$ cat config.mk
export PLATFORM = sky130hd
export DESIGN_NAME = sts_ctrl
export DESIGN_NICKNAME = d
export VERILOG_FILES = /design/src/design/sts_pkg.sv /design/src/design/sts_ctrl.sv
export SDC_FILE = /design/constraint.sdc
export NUM_CORES = 1
export LEC_CHECK = 0
export BUFFER_PORTS_ARGS = -buffer_cell sky130_fd_sc_hd__buf_4
export CORE_UTILIZATION = 57
export CTS_CLUSTER_DIAMETER = 200
export DETAILED_ROUTE_END_ITERATION = 16
export PLACE_DENSITY = 0.82
export SLEW_MARGIN = 10
export SYNTH_ARGS = -nofsm -noshare
export SYNTH_HDL_FRONTEND = slang
export SYNTH_SLANG_ARGS = --single-unit
$ cat constraint.sdc
create_clock -name clock -period 5.14 [get_ports clock]
set_input_delay 0.514 -clock clock [delete_from_list [all_inputs] [get_ports clock]]
set_output_delay 0.514 -clock clock [all_outputs]
set_load 0.005 [all_outputs]
$ cat src/design/sts_pkg.sv
package sts_pkg;

   localparam int DEFAULT_TABLE_DEPTH = 1024;

   // fixed field widths of the words on the ports
   localparam int MODE_W  = 2;
   localparam int INDEX_W = 10;
   localparam int VALUE_W = 32;
   localparam int CSR_W   = 11;
   localparam int FIRST_W = 11;
   localparam int LAST_W  = 10;

endpackage

$ cat src/design/sts_ctrl.sv
module sts_ctrl
   import sts_pkg::*;
#(
   parameter int TABLE_DEPTH = DEFAULT_TABLE_DEPTH,
   parameter int IDX_W       = INDEX_W,
   parameter int CNT_W       = CSR_W
) (
   input  logic                      clock,
   input  logic                      reset,
   input  logic [CNT_W-1:0]          live_count,
   input  logic                      req_valid,
   output logic                      req_stall,
   input  logic [MODE_W-1:0]         req_mode,
   input  logic [INDEX_W-1:0]        req_entry_index,
   input  logic signed [VALUE_W-1:0] req_value,
   output logic                      rsp_valid,
   input  logic                      rsp_stall,
   output logic                      rsp_found,
   output logic [FIRST_W-1:0]        rsp_first_pos,
   output logic [LAST_W-1:0]         rsp_last_pos,
   output logic                      mem_wr_en,
   output logic [IDX_W-1:0]          mem_wr_addr,
   output logic [VALUE_W-1:0]        mem_wr_data,
   output logic [IDX_W-1:0]          mem_rd_a_addr,
   output logic [IDX_W-1:0]          mem_rd_b_addr,
   input  logic [VALUE_W-1:0]        mem_rd_a_data,
   input  logic [VALUE_W-1:0]        mem_rd_b_data
);

   localparam int POS_W = CNT_W + 1;
   typedef logic signed [POS_W-1:0] pos_type;

   localparam logic [MODE_W-1:0] MODE_LOAD   = 2'd0;
   localparam logic [MODE_W-1:0] MODE_EXACT  = 2'd1;
   localparam logic [MODE_W-1:0] MODE_INSERT = 2'd2;

   localparam pos_type BORDER_NONE = pos_type'(-2);
   localparam pos_type ONE         = pos_type'(1);

   typedef enum logic [1:0] {
      ST_IDLE,
      ST_SEARCH,
      ST_DONE
   } state_type;

   state_type                 state_ff, state_in;
   logic [MODE_W-1:0]         mode_ff, mode_in;
   logic signed [VALUE_W-1:0] key_ff, key_in;
   pos_type                   lo_ff, lo_in;
   pos_type                   hi_ff, hi_in;
   pos_type                   mid_a_ff, mid_a_in;
   pos_type                   mid_b_ff, mid_b_in;
   logic                      sel_ff, sel_in;
   logic                      phase_ff, phase_in;
   pos_type                   border_ff, border_in;
   pos_type                   left_ff, left_in;
   logic                      res_found_ff, res_found_in;
   pos_type                   res_first_ff, res_first_in;
   pos_type                   res_last_ff, res_last_in;
   logic                      rsp_valid_ff, rsp_valid_in;
   logic                      rsp_found_ff, rsp_found_in;
   logic [FIRST_W-1:0]        rsp_first_ff, rsp_first_in;
   logic [LAST_W-1:0]         rsp_last_ff, rsp_last_in;

   pos_type                   mid;
   pos_type                   mid_left;
   pos_type                   mid_right;
   pos_type                   start_hi;
   pos_type                   start_mid;
   logic signed [VALUE_W-1:0] probe;
   logic                      live;
   logic                      gt;
   logic                      lt;
   logic                      restart;

   // both children of the current probe are read ahead, the compare picks one
   assign mid       = sel_ff ? mid_b_ff : mid_a_ff;
   assign probe     = sel_ff ? signed'(mem_rd_b_data) : signed'(mem_rd_a_data);
   assign mid_left  = lo_ff + ((mid - ONE - lo_ff) >>> 1);
   assign mid_right = mid + ONE + ((hi_ff - mid - ONE) >>> 1);
   assign start_hi  = pos_type'(live_count) - ONE;
   assign start_mid = start_hi >>> 1;
   assign live      = (lo_ff <= hi_ff);
   assign gt        = (probe > key_ff);
   assign lt        = (probe < key_ff);
   assign restart   = (state_ff == ST_SEARCH) && !live && !phase_ff
                      && (mode_ff != MODE_EXACT) && (mode_ff != MODE_INSERT);

   assign mem_wr_addr   = IDX_W'(req_entry_index);
   assign mem_wr_data   = req_value;
   assign mem_rd_a_addr = (state_ff == ST_IDLE || restart) ? IDX_W'(start_mid)
                                                           : IDX_W'(mid_left);
   assign mem_rd_b_addr = IDX_W'(mid_right);

   always_comb begin
      state_in     = state_ff;
      mode_in      = mode_ff;
      key_in       = key_ff;
      lo_in        = lo_ff;
      hi_in        = hi_ff;
      mid_a_in     = mid_a_ff;
      mid_b_in     = mid_b_ff;
      sel_in       = sel_ff;
      phase_in     = phase_ff;
      border_in    = border_ff;
      left_in      = left_ff;
      res_found_in = res_found_ff;
      res_first_in = res_first_ff;
      res_last_in  = res_last_ff;
      rsp_valid_in = rsp_valid_ff;
      rsp_found_in = rsp_found_ff;
      rsp_first_in = rsp_first_ff;
      rsp_last_in  = rsp_last_ff;
      mem_wr_en    = 1'b0;

      if (rsp_valid_ff && !rsp_stall) begin
         rsp_valid_in = 1'b0;
      end

      unique case (state_ff)
         ST_IDLE: begin
            if (req_valid) begin
               if (req_mode == MODE_LOAD) begin
                  mem_wr_en = (32'(req_entry_index) < 32'(TABLE_DEPTH));
               end else begin
                  mode_in   = req_mode;
                  key_in    = req_value;
                  lo_in     = '0;
                  hi_in     = start_hi;
                  mid_a_in  = start_mid;
                  sel_in    = 1'b0;
                  phase_in  = 1'b0;
                  border_in = BORDER_NONE;
                  state_in  = ST_SEARCH;
               end
            end
         end
         ST_SEARCH: begin
            if (live) begin
               mid_a_in = mid_left;
               mid_b_in = mid_right;
               priority if (mode_ff == MODE_EXACT || mode_ff == MODE_INSERT) begin
                  if (gt) begin
                     hi_in  = mid - ONE;
                     sel_in = 1'b0;
                  end else if (lt) begin
                     lo_in  = mid + ONE;
                     sel_in = 1'b1;
                  end else begin
                     res_found_in = 1'b1;
                     res_first_in = mid;
                     res_last_in  = '0;
                     state_in     = ST_DONE;
                  end
               end else if (!phase_ff) begin
                  // left border: move left on probe >= key
                  if (!lt) begin
                     hi_in     = mid - ONE;
                     border_in = mid - ONE;
                     sel_in    = 1'b0;
                  end else begin
                     lo_in  = mid + ONE;
                     sel_in = 1'b1;
                  end
               end else begin
                  // right border: move right on probe <= key
                  if (gt) begin
                     hi_in  = mid - ONE;
                     sel_in = 1'b0;
                  end else begin
                     lo_in     = mid + ONE;
                     border_in = mid + ONE;
                     sel_in    = 1'b1;
                  end
               end
            end else begin
               priority if (mode_ff == MODE_EXACT) begin
                  res_found_in = 1'b0;
                  res_first_in = '0;
                  res_last_in  = '0;
                  state_in     = ST_DONE;
               end else if (mode_ff == MODE_INSERT) begin
                  res_found_in = 1'b1;
                  res_first_in = hi_ff + ONE;
                  res_last_in  = '0;
                  state_in     = ST_DONE;
               end else if (!phase_ff) begin
                  left_in   = border_ff;
                  lo_in     = '0;
                  hi_in     = start_hi;
                  mid_a_in  = start_mid;
                  sel_in    = 1'b0;
                  border_in = BORDER_NONE;
                  phase_in  = 1'b1;
               end else begin
                  // compare without a difference so a full-width span cannot wrap
                  if (left_ff != BORDER_NONE && border_ff != BORDER_NONE
                      && border_ff > left_ff + ONE) begin
                     res_found_in = 1'b1;
                     res_first_in = left_ff + ONE;
                     res_last_in  = border_ff - ONE;
                  end else begin
                     res_found_in = 1'b0;
                     res_first_in = '0;
                     res_last_in  = '0;
                  end
                  state_in = ST_DONE;
               end
            end
         end
         ST_DONE: begin
            if (!rsp_valid_ff || !rsp_stall) begin
               rsp_valid_in = 1'b1;
               rsp_found_in = res_found_ff;
               rsp_first_in = FIRST_W'($unsigned(res_first_ff));
               rsp_last_in  = LAST_W'($unsigned(res_last_ff));
               state_in     = ST_IDLE;
            end
         end
         default: begin
            state_in = ST_IDLE;
         end
      endcase
   end

   always_ff @(posedge clock) begin
      if (reset) begin
         state_ff     <= ST_IDLE;
         rsp_valid_ff <= 1'b0;
      end else begin
         state_ff     <= state_in;
         mode_ff      <= mode_in;
         key_ff       <= key_in;
         lo_ff        <= lo_in;
         hi_ff        <= hi_in;
         mid_a_ff     <= mid_a_in;
         mid_b_ff     <= mid_b_in;
         sel_ff       <= sel_in;
         phase_ff     <= phase_in;
         border_ff    <= border_in;
         left_ff      <= left_in;
         res_found_ff <= res_found_in;
         res_first_ff <= res_first_in;
         res_last_ff  <= res_last_in;
         rsp_valid_ff <= rsp_valid_in;
         rsp_found_ff <= rsp_found_in;
         rsp_first_ff <= rsp_first_in;
         rsp_last_ff  <= rsp_last_in;
      end
   end

   assign req_stall     = (state_ff != ST_IDLE);
   assign rsp_valid     = rsp_valid_ff;
   assign rsp_found     = rsp_found_ff;
   assign rsp_first_pos = rsp_first_ff;
   assign rsp_last_pos  = rsp_last_ff;

endmodule

=== After elaboration in Yosys (flattened, before gate mapping) ===
Index checks and enable logic that the tools add are counted.

* Word-level logic and storage cells: 200
* Bits in registers: 155
* Input bits: 123

* Mux-type cells: 100
* Add/sub/neg operators: 11
* Magnitude comparators: 4
* Reduce and logical (&&, ||, !) cells: 31
* Bitwise logic cells: 6
* Equality and inequality tests: 30

{| class="wikitable"
|+ Operator list
! cell !! number
|-
| $mux 12 || 36
|-
| $pmux 12 s2 || 4
|-
| $mux 10 || 9
|-
| $mux 11 || 8
|-
| $gt 32x32->1 || 1
|-
| $lt 32x32->1 || 1
|-
| $mux 32 || 1
|-
| $mux 1 || 29
|-
| $add 12x11->12 || 2
|-
| $add 12x2->12 const B || 2
|-
| $ne 12x2->1 const B || 2
|-
| $sub 12x12->12 || 2
|-
| $sub 12x2->12 const B || 2
|-
| $ne 3x3->1 const B || 7
|-
| $reduce_and 7->1 || 3
|-
| $mux 2 || 10
|-
| $ne 2x2->1 const B || 9
|-
| $reduce_and 8->1 || 2
|-
| $gt 12x12->1 || 1
|-
| $le 12x12->1 || 1
|-
| $reduce_and 6->1 || 2
|-
| $sub 11x1->12 const B || 1
|-
| $add 11x2->11 const B || 1
|-
| $reduce_and 10->1 || 1
|-
| 21 further kinds || 45
|}

=== Longest topological paths before layout ===
* Depth after elaboration: 8
* Depth in mapped cells: 21
* Mapped depth without buffers: 19

=== Worst setup path after synthesis ===
OpenSTA, ideal clock, no wires.

* Path kind: register to register
* Start: reg sel_ff
* End: reg border_ff[0] (enable)
* Cell stages (with the launch flop): 13
* Path buffers: 3
* Clock period less this slack: 4563 ps
* Required time: 4738 ps
* Library setup time: 402 ps
* Data arrival time: 4160 ps
* Setup slack: 577 ps
* Path through: edfxtp_1 -> buf_6 -> buf_6 -> clkbuf_1 -> mux2_2 -> ha_1 -> nand4_2 -> or3_1 -> a21o_1 -> a31oi_2 -> mux2_4 -> and3_1 -> a221oi_1

* Longest elaborated chain between the ends: 4
* Elaborated cells between the ends (all ways): 6

{| class="wikitable"
|+ Ends and longest elaborated chain
! element !! RTL line !! text
|-
| start, declared || sts_ctrl.sv:53 || <nowiki>logic sel_ff, sel_in;</nowiki>
|-
| start signal, assigned || sts_ctrl.sv:238 || <nowiki>sel_ff <= sel_in;</nowiki>
|-
| $mux 32 (*) || sts_ctrl.sv:78 || <nowiki>assign probe = sel_ff ? signed'(mem_rd_b_data) : signed'(mem_rd_a_data);</nowiki>
|-
| $lt 32x32->1 / $gt 32x32->1 (equally long branches) || sts_ctrl.sv:85, sts_ctrl.sv:84 ||
|-
| $ne 4x4->1 (no source line) / $ne 3x3->1 (equally long branches) || n/a ||
|-
| $reduce_and 10->1 (no source line) (*) || n/a ||
|-
| end signal, assigned || sts_ctrl.sv:240 || <nowiki>border_ff <= border_in;</nowiki>
|-
| end, declared || sts_ctrl.sv:55 || <nowiki>pos_type border_ff, border_in;</nowiki>
|}

Every way passes the cells marked *; elsewhere a longest branch is shown, timed or not.
A chain may end at the register's enable or synchronous reset.

=== Worst setup path in the final report ===
* Start: reg sel_ff
* End: out mem_rd_a_addr[9]

* Longest elaborated chain between the ends: 5

{| class="wikitable"
|+ Ends and longest elaborated chain
! element !! RTL line !! text
|-
| $mux 12 || sts_ctrl.sv:77 || <nowiki>assign mid = sel_ff ? mid_b_ff : mid_a_ff;</nowiki>
|-
| $sub 12x2->12 || sts_ctrl.sv:79 || <nowiki>assign mid_left = lo_ff + ((mid - ONE - lo_ff) >>> 1);</nowiki>
|-
| $sub 12x12->12 || sts_ctrl.sv:79 ||
|-
| $add 12x11->12 || sts_ctrl.sv:79 ||
|-
| $mux 10 || sts_ctrl.sv:91 || <nowiki>assign mem_rd_a_addr = (state_ff == ST_IDLE || restart) ? IDX_W'(start_mid)</nowiki>
|-
| end, declared || sts_ctrl.sv:24 || <nowiki>output logic [IDX_W-1:0] mem_rd_a_addr,</nowiki>
|}

No other way between the ends.

==> key figures <==
Placement
  – Final Wtd Congestion: roughly 1
  – Setup WS pre-CTS: 330 ps
  – PortBufs: approximately 190
  – Dpl cell area: between 10,000 and 15,000 um^2
  – Dpl hpwl: around 23 mm

Timing
  – Worst-margin pin slew: around 1100 ps
  – Final period util: a little over nine tenths
  – Fin Clk Skew: between 10 and 15 ps
  – Final Hold Viols: 0
  – Max Fclk: approximately 200 MHz
  – Tmin final: roughly 5000 ps
  – Final Slew Violations: 0
  – Slew margin rel.: roughly 24%
  – Hold slack: 261 ps
  – Final worst slack: roughly 140 ps
  – Final setup viols: 0

Worst setup path
  – Startpoint types: flip-flop
  – Worst path required time: between 4000 and 5000 ps
  – WS Path Type: reg -> out
  – Path depth of the worst reg2reg path: 18
  – CP arrival: around 4500 ps
  – Crit-path slowest cell: edfxtp_1
  – Worst-path cell chain: buf_4, buf_6, mux2i_4, and3_1, nand3_2, xnor2_2, ha_1, nand2_1, o21ai_0, a21oi_1, nor2b_2, xnor2_1, ha_1, a31oi_1, nor2b_1, o21a_1, nor2_1, xor2_1, a21oi_1, buf_4
  – Critical path capture point type: primary output
  – Biggest cell delay along the critical path: between 400 and 500 ps
  – Crit path max fanout: 5

Routing
  – Number of nets still failing antenna checks after routing: 0
  – Drt via density: ~5.9
  – # DRC: 0
  – WL/cell: approximately 19 um
  – Via count: 9,125
  – Initial drt markers: between 800 and 900
  – Drt first pass iters: 6
  – DRT Wirelength: 29.7 mm

Power
  – PwrDens: between 300 and 400 nW/um^2
  – Worst VDD drop: between 0.0002 and 0.0003 V
  – P_int: about 3.0 mW
  – Sw Ratio: roughly 34%
  – Comb pwr share: between 30% and 40%
  – P_sw: about 1.6 mW
  – Sequential share of power: 33.6%
  – Clock Power Share: 28.2%
  – LEAKAGE: around 5.6 nW
  – Total Power: 4.64 mW

Logic synthesis
  – Post-Syn Nets: between 1,000 and 1,500
  – Sequential element share of the synthesized area: 40.8%
  – Dominant cells by area after synthesis: edfxtp_1 40%, ha_1 12%, xnor2_1 4.2%
  – Post-Syn Area per Cell: roughly 10 um^2
  – Yosys warns: 0
  – Fraction of registers with async set/reset: 0%
  – Mapped Cells: 1,108
  – Number of enable flip-flop cells after synthesis: approximately 150
  – Post-synth top area cell: edfxtp_1
  – Yosys reg bits: approximately 160
  – Synth Flop Type: edfxtp_1
  – Yosys cell types: just under 80
  – Most frequent cell after synthesis: edfxtp_1
  – Commonest cells in the netlist: 152 x edfxtp_1, 112 x nor2_1, 109 x ha_1
  – Mapped Area: about 11,000 um^2
  – Synth top area share: roughly 40%

GRT
  – Vias in the first global route: between 8,000 and 9,000
  – Pin count of the biggest net entering global routing: 38
  – Met2 usage: a little under half
  – GRT busiest layer: met2
  – Initial antenna violation count: 0
  – GR Util met3: ~6.3%
  – GRT overflow: 0
  – Met1 GRT Util: 36.8%
  – Total GRT Usage: slightly below 30%
  – First-pass GRT wire length: 44.9 mm

Clocking
  – Num CTS Buffers: 17
  – Clock slew at reported path FFs: 70 ps
  – TritonCTS Sinks: ~160
  – Longest Clk Path Bufs: 2
  – Root Driver: clkbuf_16
  – CTS tree: done
  – Latest clock arrival within the worst-skew pair: between 400 and 500 ps
  – CTS Hold Bufs: 0
  – CTS H-Tree Depth: 4

Die
  – Die Area: 20,400 um^2
  – Chip width: around 140 um
  – Core Region: 19,500 um^2
  – Die Ht: about 140 um
  – Starting density of the core: 58.2%
  – Core Rows: slightly above 50
  – # IOs: between 200 and 250

Finish
  – Area Growth Syn to Fin: 20.0%
  – Fin nets: ~1,500
  – Cell area after layout: about 14,000 um^2
  – Share of layout cells above drive strength 1: 26.1%
  – Diode count: 0

Outcome
  – Status: finished, final reports clean

Job
  – Max-cap viol count: 0

Min path
  – Hold depth: 1
  – Min-delay worst type: in -> reg
-- timing repair --
action	CTS	global route
endpoints found under the setup margin	2	3
resized for setup	2	27
setup buffers	0	10
pin swaps	0	5
-- worst max-delay path: cells and delay by family (launching register included) --
| kind | cells | cell delay (ps) |
|---|---|---|
| xor gates and xnor gates | 3 | 550 |
| AOI/OAI and AO/OA | 5 | 730 |
| adders and majority gates | 2 | 690 |
| and+or+nand+nor | 6 | 900 |
| muxes | 1 | 270 |
| DFF | 1 | 420 |
| buffers and inverters | 3 | 470 |
-- power groups by stage --
stage	Combinational, mW	Sequential (mW)	Clock, mW
floorplan	1.26	1.56	0
global placement	1.63	1.58	0
detailed placement	1.67	1.58	0
CTS	1.69	1.55	1.32
global route	1.94	1.56	1.36
finish	1.77	1.56	1.31
-- placed cells by master (no fill, tap or decap), types with 17 or more instances in the layout --
| master | n |
|---|---|
| inv_1 | 90 |
| nor2_1 | 111 |
| xor2_1 | 34 |
| clkbuf_16 | 17 |
| edfxtp_1 | 152 |
| o21ai_0 | 26 |
| mux2_2 | 32 |
| nand3_1 | 25 |
| ha_1 | 107 |
| nand2_1 | 74 |
| nor3_1 | 32 |
| mux2i_1 | 35 |
| buf_4 | 222 |
| xnor2_1 | 51 |
| a21oi_1 | 58 |
-- logic make-up after synthesis --
family	Yosys count	share of synthesized area, %
adder cells (fa/ha/maj)	113	12.7
XOR/XNOR	92	7.30
AND/OR/NAND/NOR	325	13.6
multiplexers	76	7.39
flip-flops	155	40.8
buffers and inverters	169	7.70
AO/OA/AOI/OAI	178	10.5
-- sequential cells by signal, indices dropped and copies added (netlist names), 2 cells and up --
register and cells:
border_ff 12, hi_ff 12, key_ff 32, left_ff 12, lo_ff 12, mid_a_ff 12
mid_b_ff 12, mode_ff 2, res_first_ff 11, res_last_ff 10, rsp_first_pos 11, rsp_last_pos 10
state_ff 2
-- final timing paths --
check	startpoint	end	slack (ps)
min reg2reg	res_first_ff[4]	rsp_first_pos[4]	420
min	req_value[27]	key_ff[27]	260
max reg2reg	sel_ff	mid_b_ff[10]	660
max	sel_ff	mem_rd_a_addr[9]	140
-- per-layer routing --
layer	wire length (um)	vias to the layer above
met5	0	-
met4	1360	0
met3	2380	110
met2	14200	460
met1	11800	4279
li1	-	4276
-- metrics by stage --
step	cells	utilization [%]	TNS, ps
detailed placement	1511	65.6	0
global route	1553	69.8	-136
CTS	1543	68.8	-86.3
floorplan	1108	-	0
finish	1553	69.8	0
global placement	1511	65.6	0
-- area by class of cell --
class | count | area [um^2]
clock inverter | 15 | 175
multi-input combinational | 784 | 5980
inverter | 91 | 342
sequential | 155 | 4620
clock buffer | 17 | 425
timing repair buffer | 226 | 1720
tap | 265 | 332
fill | 1439 | 5870
(Power assumes the default switching activity.)
